`src/hw/rtl/dna_consensus_column_counter_unit_defines.svh`:
```
// assertion macros shared by the consensus column counter rtl
// expects clk and rst to be visible in the module that uses them
`ifndef DNA_CONSENSUS_COLUMN_COUNTER_UNIT_DEFINES_SVH
`define DNA_CONSENSUS_COLUMN_COUNTER_UNIT_DEFINES_SVH

// same-cycle implication, checked on every rising edge outside reset
`define DCCU_ASSERT_NOW(label, ante, cons, msg) \
  label: assert property (@(posedge clk) disable iff (rst) (ante) |-> (cons)) \
    else $error(msg);

// next-cycle implication, checked on every rising edge outside reset
`define DCCU_ASSERT_NEXT(label, ante, cons, msg) \
  label: assert property (@(posedge clk) disable iff (rst) (ante) |=> (cons)) \
    else $error(msg);

`endif

```
`src/hw/rtl/dccu_pkg.sv`:
```
// shared types and constants for the consensus column counter
// no dependencies
`timescale 1ns / 1ps

package dccu_pkg;

  localparam int NUM_BASES = 4;
  localparam int ROW_W     = 11;
  localparam int COL_W     = 10;
  localparam int SYM_W     = 8;

  // ascii codes of A, C, G, T in tie-break order
  localparam logic [SYM_W-1:0] BASE_CODE [NUM_BASES] = '{8'd65, 8'd67, 8'd71, 8'd84};

  typedef enum logic {
    REQ_ADD  = 1'b0,
    REQ_READ = 1'b1
  } req_kind_t;

  typedef enum logic {
    ST_CLEAR = 1'b0,
    ST_RUN   = 1'b1
  } ctrl_state_t;

  typedef struct packed {
    logic [SYM_W-1:0] base;
    logic [ROW_W-1:0] mismatches;
  } result_t;

endpackage

```
`src/hw/rtl/dccu_column_alu.sv`:
```
// update and consensus logic for one column entry
// uses dccu_pkg for base codes, request kinds and the result struct
`timescale 1ns / 1ps

module dccu_column_alu #(
  parameter int CB = 11
) (
  input  dccu_pkg::req_kind_t                     req,
  input  logic                                    in_store,
  input  logic [dccu_pkg::SYM_W-1:0]              symbol,
  input  logic [dccu_pkg::ROW_W-1:0]              row_count,
  input  logic [dccu_pkg::NUM_BASES*CB-1:0]       entry,
  output logic [dccu_pkg::NUM_BASES*CB-1:0]       new_entry,
  output logic                                    wr,
  output dccu_pkg::result_t                       result
);

  localparam int CMP_W = (CB > dccu_pkg::ROW_W) ? CB : dccu_pkg::ROW_W;

  logic [CB-1:0]    counts [dccu_pkg::NUM_BASES];
  logic [CB-1:0]    best;
  logic [1:0]       win;
  logic [CMP_W-1:0] row_ext;
  logic [CMP_W-1:0] best_ext;
  logic [CMP_W-1:0] miss;

  always_comb begin
    for (int k = 0; k < dccu_pkg::NUM_BASES; k++) begin
      counts[k] = in_store ? entry[k*CB +: CB] : '0;
    end

    // strict greater keeps the earliest base on ties
    best = counts[0];
    win  = 2'd0;
    for (int k = 1; k < dccu_pkg::NUM_BASES; k++) begin
      if (counts[k] > best) begin
        best = counts[k];
        win  = 2'(k);
      end
    end

    for (int k = 0; k < dccu_pkg::NUM_BASES; k++) begin
      if (req == dccu_pkg::REQ_READ) begin
        new_entry[k*CB +: CB] = '0;
      end else if ((symbol == dccu_pkg::BASE_CODE[k]) && (counts[k] != '1)) begin
        new_entry[k*CB +: CB] = counts[k] + CB'(1);
      end else begin
        new_entry[k*CB +: CB] = counts[k];
      end
    end

    wr = in_store;

    row_ext  = CMP_W'(row_count);
    best_ext = CMP_W'(best);
    miss     = (row_ext > best_ext) ? (row_ext - best_ext) : '0;

    result.base       = dccu_pkg::BASE_CODE[win];
    result.mismatches = miss[dccu_pkg::ROW_W-1:0];
  end

endmodule

```
`config.mk`:
```
export PLATFORM = sky130hd
export DESIGN_NAME = dccu_column_alu
export DESIGN_NICKNAME = d
export VERILOG_FILES = /design/src/hw/rtl/dna_consensus_column_counter_unit_defines.svh /design/src/hw/rtl/dccu_pkg.sv /design/src/hw/rtl/dccu_column_alu.sv
export SDC_FILE = /design/constraint.sdc
export NUM_CORES = 1
export LEC_CHECK = 0
export BUFFER_PORTS_ARGS = -buffer_cell sky130_fd_sc_hd__buf_4
export CAP_MARGIN = 20
export CORE_MARGIN = 2
export CORE_UTILIZATION = 53
export DETAILED_ROUTE_END_ITERATION = 12
export PLACE_DENSITY = 0.85
export SLEW_MARGIN = 20
export SYNTH_ARGS = -nofsm -noshare
export SYNTH_HDL_FRONTEND = slang
export SYNTH_SLANG_ARGS = --single-unit
```
`constraint.sdc`:
```
create_clock -name vclk -period 10.6
set_input_delay 1.06 -clock vclk [all_inputs]
set_output_delay 1.06 -clock vclk [all_outputs]
set_load 0.01 [all_outputs]
```
======== Word level (Yosys, flattened, before mapping) ========
Index checks and enable logic that the tools add are counted.
storage, ports and cells
  register bits after elaboration ......... 0
  output and inout bits ................... 64
operators by class
  reductions and logical operators ........ 4
  $add $sub $neg .......................... 5
  equality and inequality tests ........... 8
  order comparisons ....................... 5
  mux-type cells .......................... 22
  bitwise gates (word level) .............. 1
operators by type and width
  operator                                                          count
  11-bit two-way mux                                                16
  11-bit by 1-bit adder with 11-bit output (second input constant)  4
  11-bit > comparator                                               4
  11-bit inequality test (second input constant)                    4
  8-bit by 7-bit == test with 1-bit output (second input constant)  4
  8-bit binary-select mux with 2-bit select                         1
  8-bit two-way mux                                                 2
  11-bit subtractor                                                 1
  1-bit logical AND                                                 4
  2-bit two-way mux                                                 2
  3-bit >= comparator (second input constant)                       1
  2-bit inverter with 3-bit output                                  1
  1-bit two-way mux                                                 1

======== Logic depth before layout (Yosys ltp) ========
Gate-level depths: netlist of run 1.
  word-level depth ........................ 11
  depth in mapped cells ................... 38
  depth with buffers taken out ............ 32

======== Least setup slack after synthesis of run 1 ========
No wires, ideal clock.
  kind .................................... input to output
  from .................................... input in_store
  to ...................................... output result[10] in the netlist's numbering
  slack ................................... 1.181 ns
  path buffers ............................ 8
  stages .................................. 34
  data required time ...................... 9.540 ns
  arrival ................................. 8.359 ns
  cell sequence ........................... buf_4 -> buf_4 -> buf_2 -> clkbuf_1 -> nand2_1 -> ha_1 -> and4_1 -> and3_1 -> nand3_2 -> a21boi_4 -> buf_4 -> buf_4 -> nor2_1 -> a21oi_1 -> ha_1 -> a2111oi_0 -> a21o_1 -> buf_2 -> o21a_1 -> o21ai_1 -> ha_1 -> a211oi_1 -> nand2_1 -> a221o_1 -> o21ai_1 -> buf_2 -> a31oi_1 -> fa_1 -> a21o_1 -> a21oi_1 -> o21ai_0 -> a2111oi_0 -> a311oi_1 -> nor3_1
RTL lines
  what             RTL line               source
  start, declared  dccu_column_alu.sv:9   input logic in_store,
  end, declared    dccu_column_alu.sv:15  output dccu_pkg::result_t result

==> impl_metrics.json, run 1 <==
{
  "power.internal_w": 0.0001968,
  "p_clk_share_pct": 0,
  "postLayoutCellArea_um2": 4379,
  "grt_pass1_vias": 3941,
  "synth_cell_type_count": 66,
  "n_fill_cell": 586,
  "dpl.hpwl_um": 9473,
  "gp_congestion": 0.9137,
  "antenna_cells": 0,
  "drt_first_pass_iters": 5,
  "outcome": "complete, no violations",
  "grt_max_degree": 68,
  "design.seq.count": 0,
  "yosysSeqAreaShare_pct": 0,
  "syn_area_um2": 3466,
  "fp.dieArea_um2": 7202,
  "netlist_instances": 543,
  "rows": 29,
  "powerDensity_nw_per_um2": 103.0,
  "start_util_pct": 54.58,
  "synth_fa_ha_area_share_pct": 17.91,
  "multiInputGateArea_um2": 3183,
  "ant_nets": 0,
  "drive_above_1_share_pct": 22.93,
  "worstPathArrival_ns": 8.96,
  "crit_fanout": 67,
  "wl_per_cell_um": 16.03,
  "rsz0062_at_grt": "false",
  "p_switching_w": 0.0002541,
  "core-area_um2": 6350,
  "grt_overflow": 0,
  "port-buffer-count": 125,
  "cap_viol_max_count": 0,
  "gr-usage-all-layers_pct": 30.47,
  "slew_headroom_pct": 49.08,
  "p_comb_share_pct": 100.0,
  "io_pins": 129,
  "seqCellArea_um2": 0,
  "report.final.slew_viol_count": 0,
  "min_period_ns": 10.02,
  "route.detailed.drc": 0,
  "hold_buffers": 0,
  "slowest_stage": "a2111oi_1",
  "max_freq_mhz": 99.81,
  "antenna_found_initial": 0,
  "slowest_delay_ns": 0.53,
  "final-setup-viol-count": 0,
  "dieHeight_um": 84.87,
  "crit_path_start": "in_store",
  "swShare_pct": 56.35,
  "crit_path_start_kind": "primary input",
  "synth_compound_area_share_pct": 23.10,
  "synth.area.mux_share_pct": 2.347,
  "place_area_um2": 4362,
  "synth_xor_area_share_pct": 10.11,
  "syn_area_per_cell_um2": 6.383,
  "max_slew.worst_pin.slew_ns": 0.7587,
  "yosys.area_share.simple_pct": 37.55,
  "synth_top_family_by_area": "simple AND/OR/NAND/NOR gates",
  "p_leak_nw": 2.109,
  "hold_path_class": "in -> out",
  "required_ns": 9.54,
  "yosys_warnings": 0,
  "ir_worst_vdd_mv": 0.1052,
  "drtIter0Drc": 314,
  "fin_setup_tns_ns": 0,
  "fin_crit_sh_pct": 94.52,
  "area_growth_pct": 26.35,
  "vias": 4322,
  "critical_path_class": "in -> out",
  "finalHoldViolations": 0,
  "hold_start": "entry[42]",
  "endpoint_kind": "output port",
  "clockBufferCount": 0,
  "nets": 757,
  "path_common_cell": "ha_1",
  "routed_wl_um": 11510,
  "grt_first_pass_wirelength_um": 18690,
  "viasPerCell": 6.019,
  "dieWidth_um": 84.87,
  "seq_power_share_pct": 0
}
[cells by family (layout without fill, tap and decap cells)]
logic type,Yosys count,after routing
compound gates,111,112
xor+xnor,40,40
fa+ha+maj,49,49
buf+inv,70,165
mux,7,7
other cells,2,4
simple gates,264,264
[final timing paths]
path | endpoint | slack [ns] | depth (start not counted)
worst max-delay path | result[10] | 0.58 | 29
worst min-delay path | new_entry[43] | 2.50 | 4
[synth_stat cells (all sizes together), types with 3 or more instances]
cell type  count  area (µm²)
clkbuf        16       60.06
nand4         20       125.1
a31oi         12       81.33
buf           16       101.3
a21oi         31       155.2
a2111oi        5       62.56
and2          15       95.09
nand2         86       325.3
nor4           5       43.79
a211oi         3       22.52
nor4b          3       47.54
a21o           5       37.54
o21ai         14       70.07
nand2b         8       50.05
o221ai         7       61.31
xnor2         31       271.5
inv           38       142.6
nand3         23       120.1
xor2           9       78.83
and3           7       43.79
nor3b          4       30.03
mux2           3       41.29
nor2          64       240.2
nor2b          6       37.54
ha            48       600.6
nor3          16       80.08
o21a           8       60.06
mux2i          4       40.04
[what timing repair did]
action | in CTS | in global routing
buffers inserted | 0 | 0
setup endpoints to repair | 0 | 11
gates resized for setup | 0 | 3
[worst max-delay path: cells and delay by family]
kind / cells / cell delay, ns
multiplexers: 1 / 0.44
buffers and inverters: 4 / 0.82
adder cells (fa/ha/maj): 4 / 1.32
AO/OA/AOI/OAI: 14 / 4.09
AND/OR/NAND/NOR: 6 / 1.18
[power by group through the flow]
stage | clock, W | combinational (W) | sequential, W
2_1_floorplan | 0 | 0.000292 | 0
3_3_place_gp | 0 | 0.000429 | 0
3_5_place_dp | 0 | 0.000439 | 0
4_1_cts | 0 | 0.000441 | 0
5_1_grt | 0 | 0.000494 | 0
6_report | 0 | 0.000451 | 0
[per-stage QoR]
step	util (%)	power [W]	cells	setup WS [ns]	hold slack (ns)
after CTS	68.69	0.0004413	717	0.5448	2.499
after global routing	68.97	0.0004938	718	0.01878	2.512
final	68.97	0.0004509	718	0.5806	2.499
after detailed placement	68.69	0.0004389	717	0.5731	2.501
after global placement	68.69	0.0004287	717	0.7305	2.484
after floorplan	-	0.0002916	545	1.181	2.212
[metal layers]
metal	wire length [µm]	GRT usage, %
met3	804	2.432
met1	5176	42.42
met4	159	6.494
met5	0	0
met2	5368	51.54
[final cells by class]
cell class / count / share of cell area [%]
well taps: 77 / 2.200
repair buffers: 127 / 21.86
multi-input cells: 476 / 72.69
inverters: 38 / 3.257
[placed cells by master, fill, tap and decap left out, types with 9 or more instances in the layout]
cell,instances
buf_4,126
nand2_1,85
nor2_1,64
ha_1,48
inv_1,38
xnor2_1,31
a21oi_1,31
nand3_1,22
nand4_1,20
nor3_1,16
and2_1,14
a31oi_1,11
xor2_1,9
o21ai_0,9
(Power assumes the default switching activity.)
==> run 2, diff against run 1 <==
--- a/config.mk
+++ b/config.mk
@@ -5,6 +5,7 @@
 export SDC_FILE = /design/constraint.sdc
 export NUM_CORES = 1
 export LEC_CHECK = 0
+export ABC_AREA = 1
 export BUFFER_PORTS_ARGS = -buffer_cell sky130_fd_sc_hd__buf_4
 export CAP_MARGIN = 20
 export CORE_MARGIN = 2
==> impl_metrics.json, run 2 <==
{
  "worstPathArrival_ns": 8.59,
  "max_slew.worst_pin.slew_ns": 0.7324,
  "viasPerCell": 5.667,
  "postLayoutCellArea_um2": 4360,
  "seqCellArea_um2": 0,
  "yosysTopAreaCell": "nand2_1",
  "critical_path_class": "in -> out",
  "final_common_cell": "nand2_1",
  "start_util_pct": 54.76,
  "routed_wl_um": 11410,
  "wl_per_cell_um": 13.83,
  "fin_util_pct": 69.06,
  "fin_crit_sh_pct": 91.06,
  "grt_first_pass_wirelength_um": 18750,
  "gp_congestion": 0.9427,
  "synth_common_cells": "nand2_1, inv_1, nor2_1",
  "powerDensity_nw_per_um2": 113.2,
  "required_ns": 9.54,
  "grt_pass1_vias": 4337,
  "drtIter0Drc": 331,
  "gr-usage-all-layers_pct": 30.46,
  "cap_viol_max_count": 0,
  "grt_max_degree": 48,
  "fin_setup_tns_ns": 0,
  "post-synth-top-count-cell": "nand2_1",
  "syn_area_um2": 3457,
  "post-place-ws_ns": 0.9108,
  "port-buffer-count": 125,
  "antenna_found_initial": 0,
  "fp.dieArea_um2": 7185,
  "design.seq.count": 0,
  "setup_slack_ns": 0.9476,
  "synthTopCellsByArea": "nand2_1, ha_1, inv_1, nand3_1, nor2_1",
  "ant_nets": 0,
  "nets": 864,
  "hold_buffers": 0,
  "antenna_cells": 0,
  "hold_path_class": "in -> out",
  "synth_cell_type_count": 42,
  "netlist_instances": 643,
  "route.detailed.drc": 0,
  "crit_fanout": 47,
  "yosysSeqAreaShare_pct": 0,
  "core-area_um2": 6314,
  "p_leak_nw": 2.441,
  "ir_worst_vdd_mv": 0.1929,
  "slowest_delay_ns": 0.54,
  "hold_start": "entry[14]",
  "outcome": "complete, no violations",
  "most-common-layout-cells": "nand2_1, buf_4, inv_1",
  "dieHeight_um": 84.77,
  "rsz0062_at_grt": "false",
  "final-setup-viol-count": 0,
  "dpl.hpwl_um": 9617,
  "yosys_warnings": 0,
  "min_period_ns": 9.652,
  "rows": 29,
  "synth_top_area_share_pct": 19.44,
  "io_pins": 129,
  "max_freq_mhz": 103.6,
  "finalHoldViolations": 0,
  "grt_overflow": 0,
  "cts_resized": 0,
  "clockBufferCount": 0,
  "worstHoldEndpoint": "new_entry[15]",
  "report.final.slew_viol_count": 0,
  "area_growth_pct": 26.13,
  "slew_headroom_pct": 50.72,
  "drive_above_1_share_pct": 19.92,
  "endpoint_kind": "output port",
  "vias": 4675,
  "drt_first_pass_iters": 7,
  "syn_area_per_cell_um2": 5.376,
  "place_area_um2": 4360,
  "crit_path_start_kind": "primary input",
  "slowest_stage": "o21ai_1",
  "post_cts_buffers": 0,
  "dieWidth_um": 84.77,
  "path_common_cell": "nand2_1",
  "hold_path_depth": 4
}
## run 2: stage by stage
step,total power [W],hold WS [ns],cells
floorplan,0.0003220,2.212,645
finish,0.0004934,2.488,825
CTS,0.0004862,2.493,825
global route,0.0005530,2.525,825
detailed placement,0.0004844,2.491,825
global placement,0.0004683,2.485,825
## run 2: logic make-up (layout without fill, tap and decap cells)
group	after synthesis	after routing	share of synthesized area, %
and+or+nand+nor	363	363	46.91
xor gates and xnor gates	28	28	7.094
AOI/OAI and AO/OA	96	96	14.69
other	2	4	0.2172
buffers and inverters	105	208	13.14
adders and majority gates	49	49	17.95
## run 2: how the worst max path moves through the flow
| stage | startpoint | to | slack (ns) | cells after the start |
|---|---|---|---|---|
| after global routing | in_store | result[6] | 0.02 | 40 |
| after global placement | in_store | result[10] | 1.19 | 39 |
| after CTS | in_store | result[10] | 0.91 | 40 |
| final | in_store | result[10] | 0.95 | 40 |
| after floorplan | in_store | result[6] | 2.80 | 42 |
| after detailed placement | in_store | result[10] | 0.91 | 40 |
## run 2: final cells by class
cell class	instances	area [µm²]
inverter	83	315.3
fill	627	1953
multi-input combinational	540	3010
timing repair buffer	125	938.4
tap	77	96.34
## run 2: worst max-delay path: cells and delay by family
family,cells,cell delay [ns]
adders and majority gates,4,1.24
and+or+nand+nor,22,3.34
buffers and inverters,5,1.30
AOI/OAI and AO/OA,9,1.64
## run 2: per-layer routing
metal	share of wire, %	GRT usage (%)	up-vias
met5	0	0	-
met4	2.7	7.071	0
met3	8.5	1.377	35
met2	50	57.55	258
li1	-	-	2315
met1	38	37.68	2067
## run 2: power breakdown
part / internal, W / leakage, nW / total (W) / switching (W)
combinational: 0.000202 / 2.44 / 0.000493 / 0.000292
clock: 0 / 0 / 0 / 0
sequential: 0 / 0 / 0 / 0
total: 0.000202 / 2.44 / 0.000493 / 0.000292
==> run 3, diff against run 2 <==
--- a/config.mk
+++ b/config.mk
@@ -11,7 +11,7 @@
 export CORE_MARGIN = 2
 export CORE_UTILIZATION = 53
 export DETAILED_ROUTE_END_ITERATION = 12
-export PLACE_DENSITY = 0.85
+export PLACE_DENSITY = 0.83
 export SLEW_MARGIN = 20
 export SYNTH_ARGS = -nofsm -noshare
 export SYNTH_HDL_FRONTEND = slang
==> impl_metrics.json, run 3 (synthesized netlist as in run 2, its figures left out) <==
{
  "outcome": "complete, no violations",
  "worstPathArrival_ns": 8.42,
  "max_freq_mhz": 105.5,
  "nets": 865,
  "wl_per_cell_um": 14.30,
  "io_pins": 129,
  "timing.hold.ws_ns": 2.495,
  "rsz0062_at_grt": "false",
  "grt_pass1_vias": 4281,
  "crit_fanout": 47,
  "finalHoldViolations": 0,
  "most-common-layout-cells": "nand2_1, buf_4, inv_1",
  "fp.dieArea_um2": 7185,
  "slowest_stage": "buf_4",
  "post_cts_buffers": 0,
  "antenna_found_initial": 0,
  "drt_first_pass_iters": 5,
  "grt_overflow": 0,
  "p_comb_share_pct": 100.0,
  "report.final.slew_viol_count": 0,
  "ant_nets": 0,
  "multiInputGateArea_um2": 3010,
  "swShare_pct": 58.79,
  "fin_setup_tns_ns": 0,
  "clockBufferCount": 0,
  "area_growth_pct": 26.35,
  "required_ns": 9.54,
  "p_switching_w": 0.0002914,
  "drtIter0Drc": 224,
  "gr-usage-all-layers_pct": 31.95,
  "path_common_cell": "nand2_1",
  "design.seq.count": 0,
  "max_slew.worst_pin.slew_ns": 0.9966,
  "hold_start": "entry[14]",
  "highest_layer": "met4",
  "antenna_cells": 0,
  "p_clk_share_pct": 0,
  "seq_power_share_pct": 0,
  "met3_length_um": 706,
  "route.detailed.drc": 0,
  "grt_max_degree": 48,
  "start_util_pct": 54.76,
  "vias": 4639,
  "viasPerCell": 5.616,
  "crit_path_start_kind": "primary input",
  "final_common_cell": "nand2_1",
  "drive_above_1_share_pct": 20.03,
  "critical_path_class": "in -> out",
  "hold_buffers": 0,
  "final-setup-viol-count": 0,
  "rows": 29,
  "gp_congestion": 0.9696,
  "n_fill_cell": 577,
  "min_period_ns": 9.476,
  "hold_path_depth": 4,
  "fin_crit_sh_pct": 89.40,
  "grt_first_pass_wirelength_um": 19420,
  "endpoint_kind": "output port",
  "wl_met1_um": 4841,
  "port-buffer-count": 125,
  "slowest_delay_ns": 0.42,
  "cap_viol_max_count": 0,
  "power.internal_w": 0.0002043,
  "slew_headroom_pct": 32.95,
  "cts_resized": 0,
  "ir_worst_vdd_mv": 0.1735,
  "routed_wl_um": 11810,
  "wl_met2_um": 5966,
  "seqCellArea_um2": 0,
  "p_leak_nw": 2.445,
  "core-area_um2": 6314,
  "dieHeight_um": 84.77,
  "hold_path_class": "in -> out",
  "powerDensity_nw_per_um2": 113.5,
  "dpl.hpwl_um": 10120,
  "fin_util_pct": 69.18,
  "worstHoldEndpoint": "new_entry[15]",
  "dieWidth_um": 84.77
}
[run 3: changes by cell type in the layout (fill, tap and decap cells not counted)]
cell | before | now
o21ai_0 | 34 | 35
o21ai_1 | 11 | 10
buf_4 | 125 | 126
[run 3: power by group through the flow]
stage | sequential [W] | clock [W] | combinational (W)
final | 0 | 0 | 0.000496
after global routing | 0 | 0 | 0.000555
after CTS | 0 | 0 | 0.000493
after detailed placement | 0 | 0 | 0.000491
after global placement | 0 | 0 | 0.000477
after floorplan | 0 | 0 | 0.000322
[run 3: final cells by class]
class | count | area share [%]
inverter | 83 | 7.219
multi-input combinational | 540 | 68.92
tap | 77 | 2.206
timing repair buffer | 126 | 21.66
[run 3: critical path: cells and delay by family]
family                     cells  cell delay, ns
and+or+nand+nor               25            3.79
adders and majority gates      4            1.24
AOI/OAI and AO/OA              5            0.80
buffers and inverters          6            1.47
[run 3: how the worst max path moves through the flow]
stage / from / depth (start not counted) / endpoint / slack, ns
floorplan: in_store / 42 / result[6] / 2.80
global placement: in_store / 40 / result[10] / 1.46
detailed placement: in_store / 41 / result[10] / 1.24
CTS: in_store / 41 / result[10] / 1.21
global route: in_store / 39 / result[6] / 0.25
finish: in_store / 40 / result[10] / 1.12
[run 3: metrics by stage]
step                      std cells  setup WS (ns)   power, W  area [µm²]
final                           826          1.124  0.0004957        4368
after global routing            826         0.2483  0.0005554        4368
after detailed placement        826          1.243  0.0004907        4368
after global placement          826          1.457  0.0004772        4368
after CTS                       826          1.206  0.0004927        4368
after floorplan                 645          2.801  0.0003220        3465
[run 3: routing by layer]
layer,vias to the layer above,track usage (%)
met1,2088,39.20
met4,0,7.215
met5,-,0
met2,201,60.92
li1,2328,-
met3,22,1.377
